==> src/sv/tcl_pkg.sv <==
// ----------------------------------------------------------------------------
// tcl_pkg
// Shared constants, payload types and control types of the tile map
// collision lookup block.
// ----------------------------------------------------------------------------
package tcl_pkg;

  localparam int NUM_LAYERS  = 3;
  localparam int MAX_DIM     = 64;
  localparam int TILE_W      = 16;
  localparam int TILE_H      = 16;
  localparam int MAIN_LAYER  = 1;
  localparam int TILE_COUNT  = 256;

  localparam int MASK_BYTES  = (TILE_W * TILE_H + 7) / 8;
  localparam int LAYER_CELLS = MAX_DIM * MAX_DIM;
  localparam int TILE_DEPTH  = NUM_LAYERS * LAYER_CELLS;
  localparam int MASK_DEPTH  = TILE_COUNT * MASK_BYTES;
  localparam int CLR_DEPTH   = (TILE_DEPTH > MASK_DEPTH) ? TILE_DEPTH : MASK_DEPTH;

  localparam int CFG_W       = 7;
  localparam int CFG_IDX_W   = 3;
  localparam int WRAP_W      = 3;
  localparam int LAYER_W     = 2;
  localparam int CRD_W       = 16;
  localparam int PIX_W       = 20;
  localparam int BYTE_W      = 8;
  localparam int MIDX_W      = 5;

  localparam int DIM_W       = $clog2(MAX_DIM + 1);
  localparam int CNT_W       = $clog2(CRD_W);
  localparam int TA_W        = $clog2(TILE_DEPTH);
  localparam int MA_W        = $clog2(MASK_DEPTH);
  localparam int CLR_W       = $clog2(CLR_DEPTH);
  localparam int BIT_W       = $clog2(TILE_W * TILE_H);
  localparam int MI_W        = BIT_W - 3;

  typedef enum logic [1:0] {
    KIND_SET   = 2'd0,
    KIND_GET   = 2'd1,
    KIND_QUERY = 2'd2,
    KIND_MASK  = 2'd3
  } kind_t;

  typedef enum logic [CFG_IDX_W-1:0] {
    CFG_L0_W = 3'd0,
    CFG_L0_H = 3'd1,
    CFG_L1_W = 3'd2,
    CFG_L1_H = 3'd3,
    CFG_L2_W = 3'd4,
    CFG_L2_H = 3'd5,
    CFG_WRAP = 3'd6
  } cfg_idx_t;

  typedef struct packed {
    kind_t               kind;
    logic [LAYER_W-1:0]  layer;
    logic [CRD_W-1:0]    tile_x;
    logic [CRD_W-1:0]    tile_y;
    logic [PIX_W-1:0]    pixel_x;
    logic [PIX_W-1:0]    pixel_y;
    logic [BYTE_W-1:0]   value;
    logic [BYTE_W-1:0]   mask_tile;
    logic [MIDX_W-1:0]   mask_index;
  } in_t;

  typedef struct packed {
    logic [BYTE_W-1:0] tile_value;
    logic              solid;
  } out_t;

  typedef enum logic [3:0] {
    ST_CLEAR,
    ST_IDLE,
    ST_SET,
    ST_MASKW,
    ST_CHECK,
    ST_MOD,
    ST_TREAD,
    ST_TWAIT,
    ST_TILE,
    ST_MWAIT
  } state_t;

  typedef struct packed {
    logic clr_en;
    logic load;
    logic set_wr;
    logic mask_wr;
    logic mod_init;
    logic mod_step;
    logic tread;
    logic tcap;
    logic tzero;
    logic mread;
    logic emit;
  } ctrl_cmd_t;

  typedef struct packed {
    logic clr_last;
    logic in_range;
    logic wrap_ok;
    logic mod_last;
    logic is_query;
  } dp_status_t;

endpackage

==> src/sv/tcl_ctrl.sv <==
// ----------------------------------------------------------------------------
// tcl_ctrl
// Sequencer: clearing pass after reset, then one transaction at a time: a write, or
// a read through bounds check, optional wrap remainder, tile read and query mask read.
// ----------------------------------------------------------------------------
module tcl_ctrl (
  input  logic                clk,
  input  logic                rst_n,
  input  logic                start,
  input  tcl_pkg::kind_t      in_kind,
  input  tcl_pkg::dp_status_t status,
  output tcl_pkg::ctrl_cmd_t  cmd,
  output logic                busy
);

  tcl_pkg::state_t state_r, state_nxt;

  always_ff @(posedge clk) begin
    if (!rst_n) begin
      state_r <= tcl_pkg::ST_CLEAR;
    end else begin
      state_r <= state_nxt;
    end
  end

  always_comb begin
    state_nxt = state_r;
    cmd       = '0;
    unique case (state_r)
      tcl_pkg::ST_CLEAR: begin
        cmd.clr_en = 1'b1;
        if (status.clr_last) begin
          state_nxt = tcl_pkg::ST_IDLE;
        end
      end
      tcl_pkg::ST_IDLE: begin
        if (start) begin
          cmd.load = 1'b1;
          unique case (in_kind)
            tcl_pkg::KIND_SET:   state_nxt = tcl_pkg::ST_SET;
            tcl_pkg::KIND_GET:   state_nxt = tcl_pkg::ST_CHECK;
            tcl_pkg::KIND_QUERY: state_nxt = tcl_pkg::ST_CHECK;
            tcl_pkg::KIND_MASK:  state_nxt = tcl_pkg::ST_MASKW;
            default:             state_nxt = tcl_pkg::ST_IDLE;
          endcase
        end
      end
      tcl_pkg::ST_SET: begin
        cmd.set_wr = 1'b1;
        state_nxt  = tcl_pkg::ST_IDLE;
      end
      tcl_pkg::ST_MASKW: begin
        cmd.mask_wr = 1'b1;
        state_nxt   = tcl_pkg::ST_IDLE;
      end
      tcl_pkg::ST_CHECK: begin
        priority if (status.in_range) begin
          state_nxt = tcl_pkg::ST_TREAD;
        end else if (status.wrap_ok) begin
          cmd.mod_init = 1'b1;
          state_nxt    = tcl_pkg::ST_MOD;
        end else begin
          cmd.tzero = 1'b1;
          state_nxt = tcl_pkg::ST_TILE;
        end
      end
      tcl_pkg::ST_MOD: begin
        cmd.mod_step = 1'b1;
        if (status.mod_last) begin
          state_nxt = tcl_pkg::ST_TREAD;
        end
      end
      tcl_pkg::ST_TREAD: begin
        cmd.tread = 1'b1;
        state_nxt = tcl_pkg::ST_TWAIT;
      end
      tcl_pkg::ST_TWAIT: begin
        cmd.tcap  = 1'b1;
        state_nxt = tcl_pkg::ST_TILE;
      end
      tcl_pkg::ST_TILE: begin
        if (status.is_query) begin
          cmd.mread = 1'b1;
          state_nxt = tcl_pkg::ST_MWAIT;
        end else begin
          cmd.emit  = 1'b1;
          state_nxt = tcl_pkg::ST_IDLE;
        end
      end
      tcl_pkg::ST_MWAIT: begin
        cmd.emit  = 1'b1;
        state_nxt = tcl_pkg::ST_IDLE;
      end
      default: begin
        state_nxt = tcl_pkg::ST_CLEAR;
      end
    endcase
  end

  assign busy = (state_r != tcl_pkg::ST_IDLE);

endmodule

==> config.mk <==
export PLATFORM = sky130hd
export DESIGN_NAME = tcl_ctrl
export DESIGN_NICKNAME = d
export VERILOG_FILES = /design/src/sv/tcl_pkg.sv /design/src/sv/tcl_ctrl.sv
export SDC_FILE = /design/constraint.sdc
export NUM_CORES = 1
export LEC_CHECK = 0
export BUFFER_PORTS_ARGS = -buffer_cell sky130_fd_sc_hd__buf_4
export CAP_MARGIN = 5
export CORE_AREA = 2 2 39 41
export DETAILED_ROUTE_END_ITERATION = 10
export DIE_AREA = 0 0 41 43
export GPL_TIMING_DRIVEN = 1
export HOLD_SLACK_MARGIN = 0.1
export PLACE_DENSITY = 0.58
export SLEW_MARGIN = 20
export SYNTH_ARGS = -nofsm -noshare
export SYNTH_HDL_FRONTEND = slang
export SYNTH_SLANG_ARGS = --single-unit
==> constraint.sdc <==
create_clock -name clk -period 1.8 [get_ports clk]
set_input_delay 0.45 -clock clk [delete_from_list [all_inputs] [get_ports clk]]
set_output_delay 0.45 -clock clk [all_outputs]
set_load 0.03 [all_outputs]
==> results.yml <==
run_status:
  status: "finished, violations left"
  violations: "negative setup slack"
timing:
  hold_violations: 0
  maxSlewHeadroom: 0.804
  fmaxAchievable_ghz: 0.535
  setup_viol: 2
  timing.final.crit_period_ns: 1.87
  maxSlewViolCount: 0
  fin_skew_ns: 0.00206
  fin_crit_sh: 1.04
  rsz0062_at_grt: "yes"
  worst_pin_slew_ns: 0.292
  timing.final.ws_setup_ns: -0.0679
finish:
  top_regs: "state_r (4)"
  final_net_count: 101
  layout-drive-gt1-share: 0.568
  syn_to_final_growth_pct: 76.7
  mostFrequentLayoutCells: "buf_4, nand2_1, nor3_1"
  diodes: 0
  regMostFlops: "state_r"
  fin_util: 0.529
  layout_commonest_cell: "buf_4"
  largest_register_ffs: 4
routing:
  antenna_left: 0
  routed_wl_um: 1260
  drc: 0
  drtIter0Drc: 5
  detail_route.vias_per_cell: 4.88
  dr.pass1.iters: 2
  wl_per_cell_um: 12.1
  num_vias: 507
placed_design:
  gp_congestion: 0.806
  port_buffers: 21
  dp_hpwl_um: 899
run:
  maxCapViolCount: 0
min_path:
  min_path_cells: 3
  hp-class: "input port to register"
clocking:
  cts_made_buffers: 3
  insertion_delay_ns: 0.24
  cts_num_sinks: 4
  cts.htree.levels: 1
  cts.path.max_buffers: 2
  root_buffer: "clkbuf_4"
  cts_tree: "yes"
  clkTransAtPathRegs_ns: 0.04
power:
  p_int_mw: 0.272
  power_frac_clock: 0.268
  switching_share: 0.368
  power_leakage_nw: 0.322
  p_switching_mw: 0.158
  powerDensity_mw_per_mm2: 588
  p_total_mw: 0.431
  seqPwrFrac: 0.246
  combPwrFrac: 0.486
  peakVddDrop_v: 0.000256
floorplanning:
  start_util: 0.299
  die_y_um: 43
  pin_count: 22
  fp.coreArea_mm2: 0.00138
  die_w_um: 41
  die_area_mm2: 0.00176
  fp-row-count: 14
global_route:
  grt_max_degree: 10
  grt_remaining_overflow: 0
  grt_antenna_before_repair: 0
  grt_pass1_vias: 467
  grt_usage: 0.158
  grt_pass1_wl_um: 1850
synthesis:
  syn_inst: 57
  synth_seq_area_share: 0.193
  syn_avg_cell_area_um2: 7.27
  synth_warnings: 0
  synth-seq-cells: 4
  synth.cell_area_um2: 414
  ys_types: 26
  synth_fp_nets: 68
worst_setup_path:
  cp.required_ns: 1.35
  critPathLaunchType: "register"
  arrival_ns: 1.42
  path_class: "register to output port"
  worstSetupEndpointType: "output port"
  rr_worst_depth: 5
  critical_path_peak_fanout: 4
final timing paths:
kind,end,slack (ns),start
hold reg to reg,state_r[1],0.64,state_r[2]
hold / removal,state_r[0],0.47,rst_n
setup reg to reg,state_r[2],0.28,state_r[2]
setup / recovery,cmd[9],-0.07,state_r[0]
routing by layer:
| layer | vias up | share of wire | track usage |
|---|---|---|---|
| li1 | 265 | - | - |
| met1 | 224 | 0.40 | 0.183 |
| met2 | 16 | 0.53 | 0.247 |
| met3 | 2 | 0.057 | 0.0314 |
| met4 | 0 | 0.012 | 0.100 |
| met5 | - | 0 | 0 |
cell families after synthesis:
family,after synthesis,share of synthesized area
and+or+nand+nor,29,0.393
AOI/OAI and AO/OA,13,0.205
buffers and inverters,7,0.103
DFF,4,0.193
muxes,3,0.0755
adders and majority gates,1,0.0302
cells in the mapped netlist:
cell / number / area share
buf_2: 1 / 0.012
or2b_1: 1 / 0.018
buf_4: 2 / 0.036
a21oi_1: 4 / 0.048
or4b_4: 1 / 0.033
or2_4: 1 / 0.021
nand2_2: 1 / 0.015
dfxtp_1: 4 / 0.19
and2_1: 1 / 0.015
o21ai_1: 1 / 0.012
a221oi_2: 1 / 0.036
or3_1: 3 / 0.045
inv_1: 3 / 0.027
nand2b_1: 1 / 0.015
nor3_1: 7 / 0.085
o21a_1: 1 / 0.018
o21a_2: 1 / 0.021
buf_6: 1 / 0.027
nand2_1: 6 / 0.054
mux2_1: 1 / 0.027
nor2_1: 6 / 0.054
mux2i_1: 2 / 0.048
ha_1: 1 / 0.030
o21ai_0: 4 / 0.048
nor4b_2: 1 / 0.036
a221oi_1: 1 / 0.021
power groups by stage:
stage          Combinational (mW)  Sequential (mW)  Clock [mW]
6_report                    0.209            0.106       0.115
4_1_cts                     0.184            0.104       0.120
3_5_place_dp                0.171            0.105           0
5_1_grt                     0.228            0.107       0.122
2_1_floorplan               0.120           0.0998           0
3_3_place_gp                0.173            0.105           0
critical path: stages, from the launching register on:
cell and delay, ns:
dfxtp_2 0.34, or2b_1 0.27, nor3_2 0.25, and2_1 0.18, buf_6 0.13
what timing repair did:
action	in CTS	in global routing
pin swaps	1	2
buffers inserted	2	3
hold buffers	0	0
resized for setup	6	8
endpoints found under the setup margin	4	6
area by class of cell:
cell class,instances,area (µm²)
Multi-Input combinational cell,46,339
Clock buffer,3,22.5
Inverter,3,11.3
Tap cell,16,20.0
Fill cell,129,652
Sequential cell,4,83.8
Timing Repair Buffer,32,255
per-stage QoR:
step	setup WS [ns]	hold WS [ns]	TNS, ns	std cells	cell area, µm²
floorplan	0.0186	0.566	0	57	422
global placement	0.136	0.637	0	96	613
detailed placement	0.131	0.646	0	96	613
CTS	-0.0400	0.463	-0.0819	101	672
global route	-0.131	0.474	-0.273	104	732
finish	-0.0679	0.466	-0.120	104	732
(Power assumes the default switching activity.)
